$ cat config.mk
export PLATFORM = sky130hd
export DESIGN_NAME = pixel_fuzzy_logic_alu
export DESIGN_NICKNAME = d
export VERILOG_FILES = /design/src/hdl/pfl_pkg.sv /design/src/hdl/pfl_ops.sv /design/src/hdl/pixel_fuzzy_logic_alu.sv
export VERILOG_INCLUDE_DIRS = /design/src /design/src/hdl
export SDC_FILE = /design/constraint.sdc
export NUM_CORES = 1
export LEC_CHECK = 0
export BUFFER_PORTS_ARGS = -buffer_cell sky130_fd_sc_hd__buf_4
export CAP_MARGIN = 10
export CORE_MARGIN = 3
export CORE_UTILIZATION = 41
export CTS_CLUSTER_SIZE = 12
export DETAILED_ROUTE_END_ITERATION = 8
export PLACE_DENSITY = 0.67
export SYNTH_ARGS = -nofsm -noshare
export SYNTH_HDL_FRONTEND = slang
export SYNTH_SLANG_ARGS = --single-unit
$ cat constraint.sdc
create_clock -name i_clk -period 11.18 [get_ports i_clk]
set_clock_uncertainty 0.05 [all_clocks]
set_input_delay 0.559 -clock i_clk [delete_from_list [all_inputs] [get_ports i_clk]]
set_output_delay 0.559 -clock i_clk [all_outputs]
set_load 0.05 [all_outputs]
$ cat src/hdl/pixel_fuzzy_logic_alu_assert.svh
// Assertion macros for the pixel fuzzy logic ALU.
// Used by the top level only; needs no package.
`ifndef PIXEL_FUZZY_LOGIC_ALU_ASSERT_SVH
`define PIXEL_FUZZY_LOGIC_ALU_ASSERT_SVH
`ifndef NO_ASSERTIONS
// Consequent must hold in the cycle after the antecedent.
`define PFL_ASSERT_NEXT(label, clk, rst_n, ante, cons) \
    label: assert property (@(posedge clk) disable iff (!rst_n) (ante) |=> (cons)) \
        else $error("pixel_fuzzy_logic_alu: next-cycle check failed");
// Consequent must hold in the same cycle as the antecedent.
`define PFL_ASSERT_NOW(label, clk, rst_n, ante, cons) \
    label: assert property (@(posedge clk) disable iff (!rst_n) (ante) |-> (cons)) \
        else $error("pixel_fuzzy_logic_alu: same-cycle check failed");
`else
`define PFL_ASSERT_NEXT(label, clk, rst_n, ante, cons)
`define PFL_ASSERT_NOW(label, clk, rst_n, ante, cons)
`endif
`endif

$ cat src/hdl/pfl_pkg.sv
// Shared constants and operation codes for the pixel fuzzy logic ALU.
// No dependencies; imported by pfl_ops and pixel_fuzzy_logic_alu.
`timescale 1ns / 1ps
`default_nettype none

package pfl_pkg;

    localparam int PIX_W = 8;
    localparam int CMD_W = 5;

    // Full-scale pixel value.
    localparam logic [PIX_W-1:0] PIX_MAX = 8'd255;

    // Operation codes; codes above CMD_SUBLVL yield zero.
    typedef enum logic [CMD_W-1:0] {
        CMD_ADD       = 5'd0,
        CMD_SUB       = 5'd1,
        CMD_ABSDIFF   = 5'd2,
        CMD_MIN       = 5'd3,
        CMD_MAX       = 5'd4,
        CMD_ALGPROD   = 5'd5,
        CMD_ALGSUM    = 5'd6,
        CMD_BOUNDPROD = 5'd7,
        CMD_DRSUM     = 5'd8,
        CMD_DRPROD    = 5'd9,
        CMD_NEG       = 5'd10,
        CMD_TOZERO    = 5'd11,
        CMD_TOZEROINV = 5'd12,
        CMD_BIN       = 5'd13,
        CMD_BININV    = 5'd14,
        CMD_ADDLVL    = 5'd15,
        CMD_SUBLVL    = 5'd16
    } t_cmd;

endpackage

`default_nettype wire

$ cat src/hdl/pfl_ops.sv
// Combinational pixel operator unit: all seventeen per-pixel operations.
// Depends on pfl_pkg for widths, the full-scale constant and opcodes.
`timescale 1ns / 1ps
`default_nettype none

module pfl_ops
    import pfl_pkg::*;
(
    input  wire logic [CMD_W-1:0] i_cmd,
    input  wire logic [PIX_W-1:0] i_pixel_a,
    input  wire logic [PIX_W-1:0] i_pixel_b,
    input  wire logic [PIX_W-1:0] i_level,
    output logic      [PIX_W-1:0] o_pixel_out
);

    logic [PIX_W:0]     sum_ab;
    logic [PIX_W:0]     sum_al;
    logic               a_gt_b;
    logic               a_gt_l;
    logic [2*PIX_W-1:0] prod_ab;
    logic [2*PIX_W:0]   prod_p1;
    logic [2*PIX_W:0]   quot_sum;
    logic [PIX_W-1:0]   quot;
    logic [PIX_W:0]     alg_sum;
    logic [PIX_W:0]     bound_sum;
    logic [PIX_W:0]     lvl_sum;

    // Sums and compares used by the operations below.
    assign sum_ab = {1'b0, i_pixel_a} + {1'b0, i_pixel_b};
    assign sum_al = {1'b0, i_pixel_a} + {1'b0, i_level};
    assign a_gt_b = (i_pixel_a > i_pixel_b);
    assign a_gt_l = (i_pixel_a > i_level);

    // Algebraic product (a*b + 1) / 255. For x below 65536,
    // floor(x / 255) equals (x + (x >> 8) + 1) >> 8; the +1 is folded into x.
    assign prod_ab  = i_pixel_a * i_pixel_b;
    assign prod_p1  = {1'b0, prod_ab} + 17'd1;
    assign quot_sum = prod_p1 + {8'd0, prod_p1[2*PIX_W:PIX_W]} + 17'd1;
    assign quot     = quot_sum[2*PIX_W-1:PIX_W];

    // Algebraic sum keeps the low byte of a + b - product.
    assign alg_sum   = sum_ab - {1'b0, quot};
    assign bound_sum = sum_ab - {1'b0, PIX_MAX};
    assign lvl_sum   = sum_al;

    // Operation select.
    always_comb begin
        case (i_cmd)
            CMD_ADD:       o_pixel_out = sum_ab[PIX_W] ? PIX_MAX : sum_ab[PIX_W-1:0];
            CMD_SUB:       o_pixel_out = a_gt_b ? (i_pixel_a - i_pixel_b) : '0;
            CMD_ABSDIFF:   o_pixel_out = a_gt_b ? (i_pixel_a - i_pixel_b)
                                                : (i_pixel_b - i_pixel_a);
            CMD_MIN:       o_pixel_out = a_gt_b ? i_pixel_b : i_pixel_a;
            CMD_MAX:       o_pixel_out = a_gt_b ? i_pixel_a : i_pixel_b;
            CMD_ALGPROD:   o_pixel_out = quot;
            CMD_ALGSUM:    o_pixel_out = alg_sum[PIX_W-1:0];
            CMD_BOUNDPROD: o_pixel_out = sum_ab[PIX_W] ? bound_sum[PIX_W-1:0] : '0;
            CMD_DRSUM: begin
                if (i_pixel_a == '0) begin
                    o_pixel_out = i_pixel_b;
                end else if (i_pixel_b == '0) begin
                    o_pixel_out = i_pixel_a;
                end else begin
                    o_pixel_out = PIX_MAX;
                end
            end
            CMD_DRPROD: begin
                if (i_pixel_a == PIX_MAX) begin
                    o_pixel_out = i_pixel_b;
                end else if (i_pixel_b == PIX_MAX) begin
                    o_pixel_out = i_pixel_a;
                end else begin
                    o_pixel_out = '0;
                end
            end
            CMD_NEG:       o_pixel_out = PIX_MAX - i_pixel_a;
            CMD_TOZERO:    o_pixel_out = a_gt_l ? i_pixel_a : '0;
            CMD_TOZEROINV: o_pixel_out = a_gt_l ? '0 : i_pixel_a;
            CMD_BIN:       o_pixel_out = a_gt_l ? PIX_MAX : '0;
            CMD_BININV:    o_pixel_out = a_gt_l ? '0 : PIX_MAX;
            CMD_ADDLVL:    o_pixel_out = lvl_sum[PIX_W] ? PIX_MAX : lvl_sum[PIX_W-1:0];
            CMD_SUBLVL:    o_pixel_out = a_gt_l ? (i_pixel_a - i_level) : '0;
            default:       o_pixel_out = '0;
        endcase
    end

endmodule

`default_nettype wire

$ cat src/hdl/pixel_fuzzy_logic_alu.sv
// Pixel fuzzy logic ALU top level: input register, operator unit, result register.
// Depends on pfl_pkg, pfl_ops and pixel_fuzzy_logic_alu_assert.svh.
`timescale 1ns / 1ps
`default_nettype none

// One pixel operation per clock. A transfer is taken on every edge where start is
// high; busy is always low, so the source never waits. The result appears on
// o_pixel_out with o_done high for one cycle, after passing the input register,
// then the operator logic into the result register. The receiver cannot stall and
// must take the result in that cycle. The level register is written through
// i_level_we and i_level; the user must write it only while no operation is in
// flight, and the block itself does not enforce this. It resets to zero.

`include "pixel_fuzzy_logic_alu_assert.svh"

module pixel_fuzzy_logic_alu
    import pfl_pkg::*;
(
    input  wire logic             i_clk,
    input  wire logic             i_rst_n,
    input  wire logic             start,
    output logic                  busy,
    input  wire logic [CMD_W-1:0] i_cmd,
    input  wire logic [PIX_W-1:0] i_pixel_a,
    input  wire logic [PIX_W-1:0] i_pixel_b,
    input  wire logic             i_level_we,
    input  wire logic [PIX_W-1:0] i_level,
    output logic                  o_done,
    output logic      [PIX_W-1:0] o_pixel_out
);

    logic             r_in_valid;
    logic [CMD_W-1:0] r_cmd;
    logic [PIX_W-1:0] r_pixel_a;
    logic [PIX_W-1:0] r_pixel_b;
    logic [PIX_W-1:0] r_level;
    logic             r_done;
    logic [PIX_W-1:0] r_pixel_out;
    logic [PIX_W-1:0] n_pixel_out;

    // The block never holds off a transfer.
    assign busy = 1'b0;

    // Control state and the level register.
    always_ff @(posedge i_clk) begin
        if (!i_rst_n) begin
            r_in_valid <= 1'b0;
            r_done     <= 1'b0;
            r_level    <= '0;
        end else begin
            r_in_valid <= start & ~busy;
            r_done     <= r_in_valid;
            if (i_level_we) begin
                r_level <= i_level;
            end
        end
    end

    // Input payload register.
    always_ff @(posedge i_clk) begin
        if (start & ~busy) begin
            r_cmd     <= i_cmd;
            r_pixel_a <= i_pixel_a;
            r_pixel_b <= i_pixel_b;
        end
    end

    // Operator logic between the two register stages.
    pfl_ops u_ops (
        .i_cmd       (r_cmd),
        .i_pixel_a   (r_pixel_a),
        .i_pixel_b   (r_pixel_b),
        .i_level     (r_level),
        .o_pixel_out (n_pixel_out)
    );

    // Result payload register.
    always_ff @(posedge i_clk) begin
        if (r_in_valid) begin
            r_pixel_out <= n_pixel_out;
        end
    end

    assign o_done      = r_done;
    assign o_pixel_out = r_pixel_out;

    // Every accepted transfer produces exactly one result, through the input and result registers.
    `PFL_ASSERT_NEXT(a_accept_to_stage, i_clk, i_rst_n, start, r_in_valid)
    `PFL_ASSERT_NEXT(a_stage_to_done, i_clk, i_rst_n, r_in_valid, o_done)
    `PFL_ASSERT_NOW(a_done_has_source, i_clk, i_rst_n, o_done, $past(r_in_valid))
    `PFL_ASSERT_NOW(a_never_busy, i_clk, i_rst_n, 1'b1, !busy)

endmodule

`default_nettype wire

=== After elaboration in Yosys (flattened, before gate mapping) ===
Index checks and enable logic that the tools add are counted.

* Register bits: 39
* Bits of input ports: 33
* Output and inout bits: 10
* Word-level logic and storage cells: 59

* Add/subtract/negate cells: 11
* Multipliers: 1
* $lt $le $gt $ge: 2
* Equal/unequal tests: 18
* Mux-type cells: 17
* Reduce and logical (&&, ||, !) cells: 3

{| class="wikitable"
|+ Operators by type and width
! operator !! number
|-
| one-hot mux 8 bit (17 select lines) || 1
|-
| 2-to-1 mux 8 bit || 16
|-
| == test 5 x 4 -> 1 bit, second input constant || 8
|-
| subtractor 8 bit || 4
|-
| == test 5 x 3 -> 1 bit, second input constant || 4
|-
| adder 8 x 8 -> 9 bit || 2
|-
| adder 16 x 1 -> 17 bit, second input constant || 1
|-
| adder 16 x 1 -> 16 bit, second input constant || 1
|-
| adder 16 x 9 -> 16 bit || 1
|-
| == test 8 bit, second input constant || 2
|-
| > comparator 8 bit || 2
|-
| zero test 8 bit || 2
|-
| multiplier 8 x 8 -> 16 bit || 1
|-
| == test 5 x 2 -> 1 bit, second input constant || 2
|-
| subtractor 8 bit, first input constant || 1
|-
| subtractor 8 bit, second input constant || 1
|-
| == test 5 x 1 -> 1 bit, second input constant || 1
|-
| == test 5 bit, second input constant || 1
|-
| zero test 5 bit || 1
|}

=== Depth between registers and ports, before layout ===
Gate-level depths: netlist of run 1.

* Word-level depth: 6
* Mapped depth: 37

=== Hierarchy ===
Synthesis of run 1 repeated with hierarchy kept, for this count alone.

* Cell total of the unflattened synthesis: 840
* Area total of the unflattened synthesis: 7,006.7 um2

{| class="wikitable"
|+ By module, submodules not included
! module !! times used !! cells an instance !! area each (um2) !! sequential area each (um2)
|-
| pfl_ops || 1 || 780 || 5,770.5 || 0.0
|-
| pixel_fuzzy_logic_alu || 1 || 60 || 1,236.2 || 1,071.0
|}

=== Worst setup path after synthesis of run 1 ===
No wires, ideal clock.

* Path kind: reg-to-reg
* Start: register r_pixel_a[1]
* End: register r_pixel_out[7], in the netlist o_pixel_out[7] (data pin)
* Arrival time: 8.047 ns
* Required time: 10.993 ns
* Setup slack: 2.945 ns
* Stages on the path, launching flop included: 34
* Path buffers: 1
* Cells stage by stage: edfxtp_1 clkbuf_1 clkinv_1 nor2_1 fa_1 fa_1 fa_1 inv_1 fa_1 inv_1 ha_1 o211ai_1 o21a_2 xnor2_2 inv_1 ha_1 o21a_1 o21ai_0 or2b_1 nand2_1 o22ai_2 and2_1 maj3_1 a21o_1 a21oi_1 xnor2_1 ha_1 inv_1 nor3b_1 o211a_2 a2111oi_2 o31ai_2 or3b_2 nand4_1

* Longest elaborated chain between the ends: 6
* Elaborated cells on any way between the ends: 31
* Classes of those cells: add/sub: 11; mul: 1; order compare: 2; eq/ne: 1; mux: 15; reduce/logical: 1

{| class="wikitable"
|+ RTL lines
! element !! RTL line !! source
|-
| from (decl) || pixel_fuzzy_logic_alu.sv:34 || <nowiki>logic [PIX_W-1:0] r_pixel_a;</nowiki>
|-
| from (signal assigned) || pixel_fuzzy_logic_alu.sv:63 || <nowiki>r_pixel_a <= i_pixel_a;</nowiki>
|-
| multiplier 8 x 8 -> 16 bit || pfl_ops.sv:36 || <nowiki>assign prod_ab = i_pixel_a * i_pixel_b;</nowiki>
|-
| adder 16 x 1 -> 17 bit || pfl_ops.sv:37 || <nowiki>assign prod_p1 = {1'b0, prod_ab} + 17'd1;</nowiki>
|-
| adder 16 x 9 -> 16 bit || pfl_ops.sv:38 || <nowiki>assign quot_sum = prod_p1 + {8'd0, prod_p1[2*PIX_W:PIX_W]} + 17'd1;</nowiki>
|-
| adder 16 x 1 -> 16 bit || pfl_ops.sv:38 ||
|-
| subtractor 8 bit || pfl_ops.sv:42 || <nowiki>assign alg_sum = sum_ab - {1'b0, quot};</nowiki>
|-
| one-hot mux 8 bit (17 select lines) (*) || pfl_ops.sv:48 || <nowiki>case (i_cmd)</nowiki>
|-
| via n_pixel_out[7] || pixel_fuzzy_logic_alu.sv:39 || <nowiki>logic [PIX_W-1:0] n_pixel_out;</nowiki>
|-
| to (signal assigned) || pixel_fuzzy_logic_alu.sv:80 || <nowiki>r_pixel_out <= n_pixel_out;</nowiki>
|-
| to (decl) || pixel_fuzzy_logic_alu.sv:38 || <nowiki>logic [PIX_W-1:0] r_pixel_out;</nowiki>
|}

The timed path passes the listed nets; every way through them passes the cells marked *.
A chain may end at the register's enable or synchronous reset.

=== Final worst setup path of run 1 ===
* Start: register r_pixel_a[1]
* End: register r_pixel_out[1], in the netlist o_pixel_out[1] (data pin)

Same word-level chain as after synthesis.

==> metrics, run 1 <==
Worst-Skew Late Latency 0.29 ns; WP buf/inv 5; post-placement cell count roughly 1,100; CP Max Fanout 15; first-pass GRT wire length about 32,000 um; final setup TNS 0 ns; Synth top cells by count inv_1, ha_1, nor2_1; Cell Area, Synth 7046 um^2; First-pass DRT Iterations 5; final instance area approximately 7700 um^2; DIE HEIGHT 137.1 um; hold_buf cts 0; CORE AREA 16,700 um^2; slowest stage cell, crit path edfxtp_1; Yosys reg bits 39; full die area 18,790 um^2; Clock Pin Slew Worst Setup and Hold Paths about 0.060 ns; Pwr Total between 2 and 2.5 mW; Final Hold Vio Count 0; total wire length 20,290 um; crit path DAT roughly 9 ns; final worst-path cycle share about 83%; Synth Warn # 0; Initial Util a little over two fifths; largest cells by area after synthesis ha_1, edfxtp_1, fa_1, inv_1, nor2_1; maximum vdd drop around 0.19 mV; postcts setup bufs 0; non-filler instance count after layout about 1,100; sequential fraction of the synthesis area between 10% and 20%; Post-route DRC 0; static leakage 3.378 nW; Clock Sinks 39; Layout area overhead 8.968%; Final Max Tran Viols 0; synthesized area per cell about 8.4 um^2; vias in the first global route between 6,000 and 7,000; Gate Count Post-Synth 841; initial antenna violation count 0; crit path kind reg2reg; Synth top area share about 17%; # rows between 40 and 50; share of cells above drive strength 1 around 8.9%; Fill cells between 1,500 and 2,000; largest net degree at the start of global routing 23; Rel. slew slack between 20 and 30%; Fmax around 110 MHz; Worst Hold Class in2reg; clock buffer depth 2; htree depth 2; drt wl/cell ~19 um; clock period minus worst slack ~9.3 ns; post-synth cell types a little under 80; worst slew pin tran 1.042 ns; worst path required time 11.13 ns; MaxCap Viol Count 0; Num CTS Buffers 5; nets roughly 1,000; element type at the critical path end flip-flop; vias around 6,300; largest stage delay on the critical path 0.80 ns; Crit path max-delay family adder cells; Final Util between 40% and 50%; Reg area 1071 um^2; area occupied by multi-input gates 5460 um^2; status finished clean; via-per-instance ratio 5.882; All-Layer GR Usage about 22%; CTS tree done; power density over cell area a little over 300 nW/um^2; Root Driver clkbuf_16; Post-synth EDFFs 29; dpl hpwl approximately 16,000 um; DP Area 7508 um^2; number of diodes 0; post-synthesis async set-or-reset flop share 0%; Synth Flop Type edfxtp_1; RePlAce Congestion ~0.96; final setup violation count 0; count leader, synth inv_1; Post-DRT Antenna Nets 0; total congestion overflow 0; CTS resizes 0; I/O pins 43; RSZ-0062 raised after global routing no; CP startpoint kind flip-flop; IO buf count 41; DRT iter0 DRCs around 730; cell taking the most area after synthesis ha_1; synthesized net count just over 1,000; die extent in x roughly 140 um
==> power breakdown <==
group	total [mW]	leakage [nW]	switching (mW)	internal [mW]
clock	0.160	0.0850	0.0578	0.102
sequential	0.202	0.360	0.0278	0.174
combinational	2.01	2.93	1.19	0.821
==> flip-flops by register name, summed over array words and instances, names as in the netlist <==
register	count
o_done	1
o_pixel_out	8
r_cmd	5
r_in_valid	1
r_level	8
r_pixel_a	8
r_pixel_b	8
==> metrics by stage <==
step,hold WS (ns),worst slack (ns)
after global placement,0.4768,2.259
after CTS,0.3876,1.919
after floorplan,0.4597,2.945
after detailed placement,0.4882,2.020
after global routing,0.3785,1.216
final,0.3875,1.887
==> final cells by class <==
cell class / instances / area share [%]
repair buffers: 43 / 4.205
well taps: 220 / 3.585
inverters: 101 / 4.938
clock buffers: 7 / 2.135
flip-flops and latches: 39 / 13.95
multi-input cells: 667 / 71.12
clock inverters: 1 / 0.06519
==> worst paths after layout <==
path	end	startpoint	slack, ns	depth (start not counted)
setup / recovery	o_pixel_out[1]	r_pixel_a[1]	1.89	33
hold / removal	r_pixel_a[4]	i_pixel_a[4]	0.39	1
setup reg to reg	o_pixel_out[1]	r_pixel_a[1]	1.89	33
hold reg to reg	r_level[5]	r_level[5]	0.49	2
==> cells by family (layout without fill, tap and decap cells) <==
family	Yosys count	count (layout)	share of synthesized area (%)
adders and majority gates	137	137	28.63
AOI/OAI and AO/OA	222	222	22.57
muxes	15	15	2.166
buffers and inverters	135	152	7.299
xor gates and xnor gates	45	45	6.074
DFF	39	39	15.20
and+or+nand+nor	247	247	18.01
other	1	1	0.05323
==> layout by cell type (no fill, tap or decap), types with 7 or more instances in the layout <==
cell type / Yosys / layout
dfxtp_1: 10 / 10
o21ai_0: 25 / 25
xnor2_1: 32 / 32
mux2i_1: 13 / 13
fa_1: 41 / 41
ha_1: 94 / 94
o21a_1: 10 / 10
xor2_1: 10 / 10
or3_1: 9 / 9
and2_1: 11 / 11
o211ai_1: 10 / 10
a21oi_1: 54 / 54
edfxtp_1: 29 / 29
o221ai_1: 17 / 17
a21o_1: 22 / 22
buf_4: 2 / 43
o21bai_1: 17 / 17
nand4_1: 16 / 16
inv_1: 98 / 98
a211oi_1: 10 / 10
a22oi_1: 9 / 9
nor2b_1: 13 / 13
nand3_1: 11 / 11
nor2_1: 89 / 89
nor4_1: 7 / 7
nand2_1: 39 / 39
a221oi_1: 8 / 8
nor3_1: 13 / 13
nand2b_1: 7 / 7
==> worst register-to-register path: cells and delay by family, from the launching register on <==
family / cells / cell delay (ns)
AO/OA/AOI/OAI: 12 / 2.16
XOR/XNOR: 2 / 0.57
adder cells (fa/ha/maj): 9 / 3.58
buffers and inverters: 5 / 0.81
flip-flops: 1 / 0.80
AND/OR/NAND/NOR: 5 / 1.03
==> routing by layer <==
metal  vias to the layer above  part of all wire [%]  global-route usage, %  wire length, um
met4                         0                   2.1                  5.211              422
li1                       3032                     -                      -                -
met1                      2969                    46                  32.01             9288
met3                        45                   9.5                  5.515             1925
met2                       295                    43                  32.83             8652
met5                         -                     0                      0                0
(Power assumes the default switching activity.)
==> inputs of run 2 (changes only) <==
==> constraint.sdc (replaced) <==
create_clock -name i_clk -period 8.6 [get_ports i_clk]
set_clock_uncertainty 0.05 [all_clocks]
set_input_delay 0.43 -clock i_clk [delete_from_list [all_inputs] [get_ports i_clk]]
set_output_delay 0.43 -clock i_clk [all_outputs]
set_load 0.05 [all_outputs]
==> metrics, run 2 (synthesis results as in run 1) <==
status finished clean (unchanged); final instance area 7969 um^2 (was 7677 um^2); total wire length 20,480 um (was 20,290 um); Worst-Skew Late Latency 0.29 ns (about the same); RePlAce Congestion 1.034 (was 0.9595); Final Util 47.72% (was 45.97%); Crit path max-delay family adder cells (unchanged); Clock Sinks 39 (unchanged); Rel. slew slack 32.57% (was 29.98%); most common cell after layout, fill and taps aside ha_1 (was inv_1); first-pass GRT wire length 31,740 um (was 32,440 um); initial antenna violation count 0 (unchanged); power density over cell area 415.3 nW/um^2 (was 308.8 nW/um^2); IO buf count 41 (unchanged); nets 1,057 (was 1,025); Worst Hold Class in2reg (unchanged); # rows 47 (unchanged); via-per-instance ratio 5.913 (was 5.882); I/O pins 43 (unchanged); post-placement cell count 1,091 (was 1,070); full die area 18,790 um^2 (unchanged); dpl hpwl 16,640 um (was 16,210 um); Fmax 121.5 MHz (was 107.6 MHz); Fill cells 1,635 (was 1,716); Layout area overhead 13.11% (was 8.968%); Post-route DRC 0 (unchanged); drt wl/cell 18.45 um (was 18.82 um); CTS tree done (unchanged); vias in the first global route 5,915 (was 6,025); WP buf/inv 4 (was 5); Final Max Tran Viols 0 (unchanged); CORE AREA 16,700 um^2 (unchanged); crit path DAT 8.20 ns (was 9.24 ns); commonest cells after routing, fill and taps aside ha_1, inv_1, nor2_1 (was inv_1, ha_1, nor2_1); share of cells above drive strength 1 13.48% (was 8.858%); Initial Util 42.19% (unchanged); CP startpoint kind flip-flop (unchanged); non-filler instance count after layout 1,110 (was 1,078); maximum vdd drop 0.2735 mV (was 0.1939 mV); All-Layer GR Usage 21.83% (was 22.05%); clock period minus worst slack 8.232 ns (was 9.293 ns); final setup violation count 0 (unchanged); Final Hold Vio Count 0 (unchanged); element type at the critical path end flip-flop (unchanged); DRT iter0 DRCs 624 (was 733); crit path kind reg2reg (unchanged); largest net degree at the start of global routing 23 (unchanged); CP Max Fanout 7 (was 15); clock buffer depth 2 (unchanged); slowest stage cell, crit path fa_1 (was edfxtp_1); Num CTS Buffers 5 (unchanged); MaxCap Viol Count 0 (unchanged); total congestion overflow 0 (unchanged); Clock Pin Slew Worst Setup and Hold Paths 0.06 ns (about the same); Post-DRT Antenna Nets 0 (unchanged); final worst-path cycle share 95.72% (was 83.12%); First-pass DRT Iterations 6 (was 5); number of diodes 0 (unchanged); htree depth 2 (unchanged); hold_buf cts 0 (unchanged); largest stage delay on the critical path 0.56 ns (was 0.80 ns); static leakage 3.537 nW (was 3.378 nW); vias 6,563 (was 6,341); DP Area 7666 um^2 (was 7508 um^2); die extent in x 137.1 um (unchanged); Root Driver clkbuf_16 (unchanged); worst slew pin tran 1.004 ns (was 1.042 ns); worst path required time 8.57 ns (was 11.13 ns); DIE HEIGHT 137.1 um (unchanged)
## run 2: cell count changes in the layout (fill, tap and decap cells not counted), moves of 2 or more
cell,delta
o21ai_0,-2
o21ai_1,+2
inv_2,+6
inv_1,-6
buf_4,+32
## run 2: area by class of cell
type | instances | area (um^2) | area share (%)
clock buffers | 5 | 125.1 | 1.570
clock inverters | 3 | 38.79 | 0.4867
inverters | 101 | 379.1 | 4.757
multi-input cells | 667 | 5517 | 69.23
flip-flops and latches | 39 | 1071 | 13.44
well taps | 220 | 275.3 | 3.454
repair buffers | 75 | 563.0 | 7.065
## run 2: path summary, 6_finish.rpt
path / from / endpoint / slack (ns) / depth (start not counted)
hold / removal: i_cmd[0] / r_cmd[0] / 0.26 / 1
setup / recovery: r_pixel_b[2] / o_pixel_out[1] / 0.37 / 32
setup reg to reg: r_pixel_b[2] / o_pixel_out[1] / 0.37 / 32
hold reg to reg: r_level[5] / r_level[5] / 0.49 / 2
## run 2: metal layers
| layer | wire length, um | GRT usage, % |
|---|---|---|
| met5 | 0 | 0 |
| met4 | 698 | 7.982 |
| met2 | 8726 | 31.06 |
| met1 | 9369 | 32.11 |
| met3 | 1688 | 4.890 |
## run 2: metrics by stage
stage                     power [mW]  hold slack [ns]  worst slack (ns)  setup TNS, ns
after floorplan                2.313           0.4597            0.3652              0
after global placement         2.889           0.4802            0.2903              0
after detailed placement       2.917           0.4847           0.03179              0
after CTS                      3.145           0.2559           0.04192              0
after global routing           3.601           0.2500          -0.01726       -0.01726
final                          3.309           0.2598            0.3684              0
## run 2: what timing repair did
action,in CTS,in global routing
endpoints found under the hold margin,0,0
resized for setup,0,18
pin swaps,0,2
setup endpoints to repair,1,6
buffers inserted,1,10
## run 2: where the power goes
| part | total (mW) | internal [mW] | switching (mW) |
|---|---|---|---|
| Clock | 0.209 | 0.135 | 0.0738 |
| Combinational | 2.86 | 1.18 | 1.68 |
| Sequential | 0.241 | 0.226 | 0.0151 |
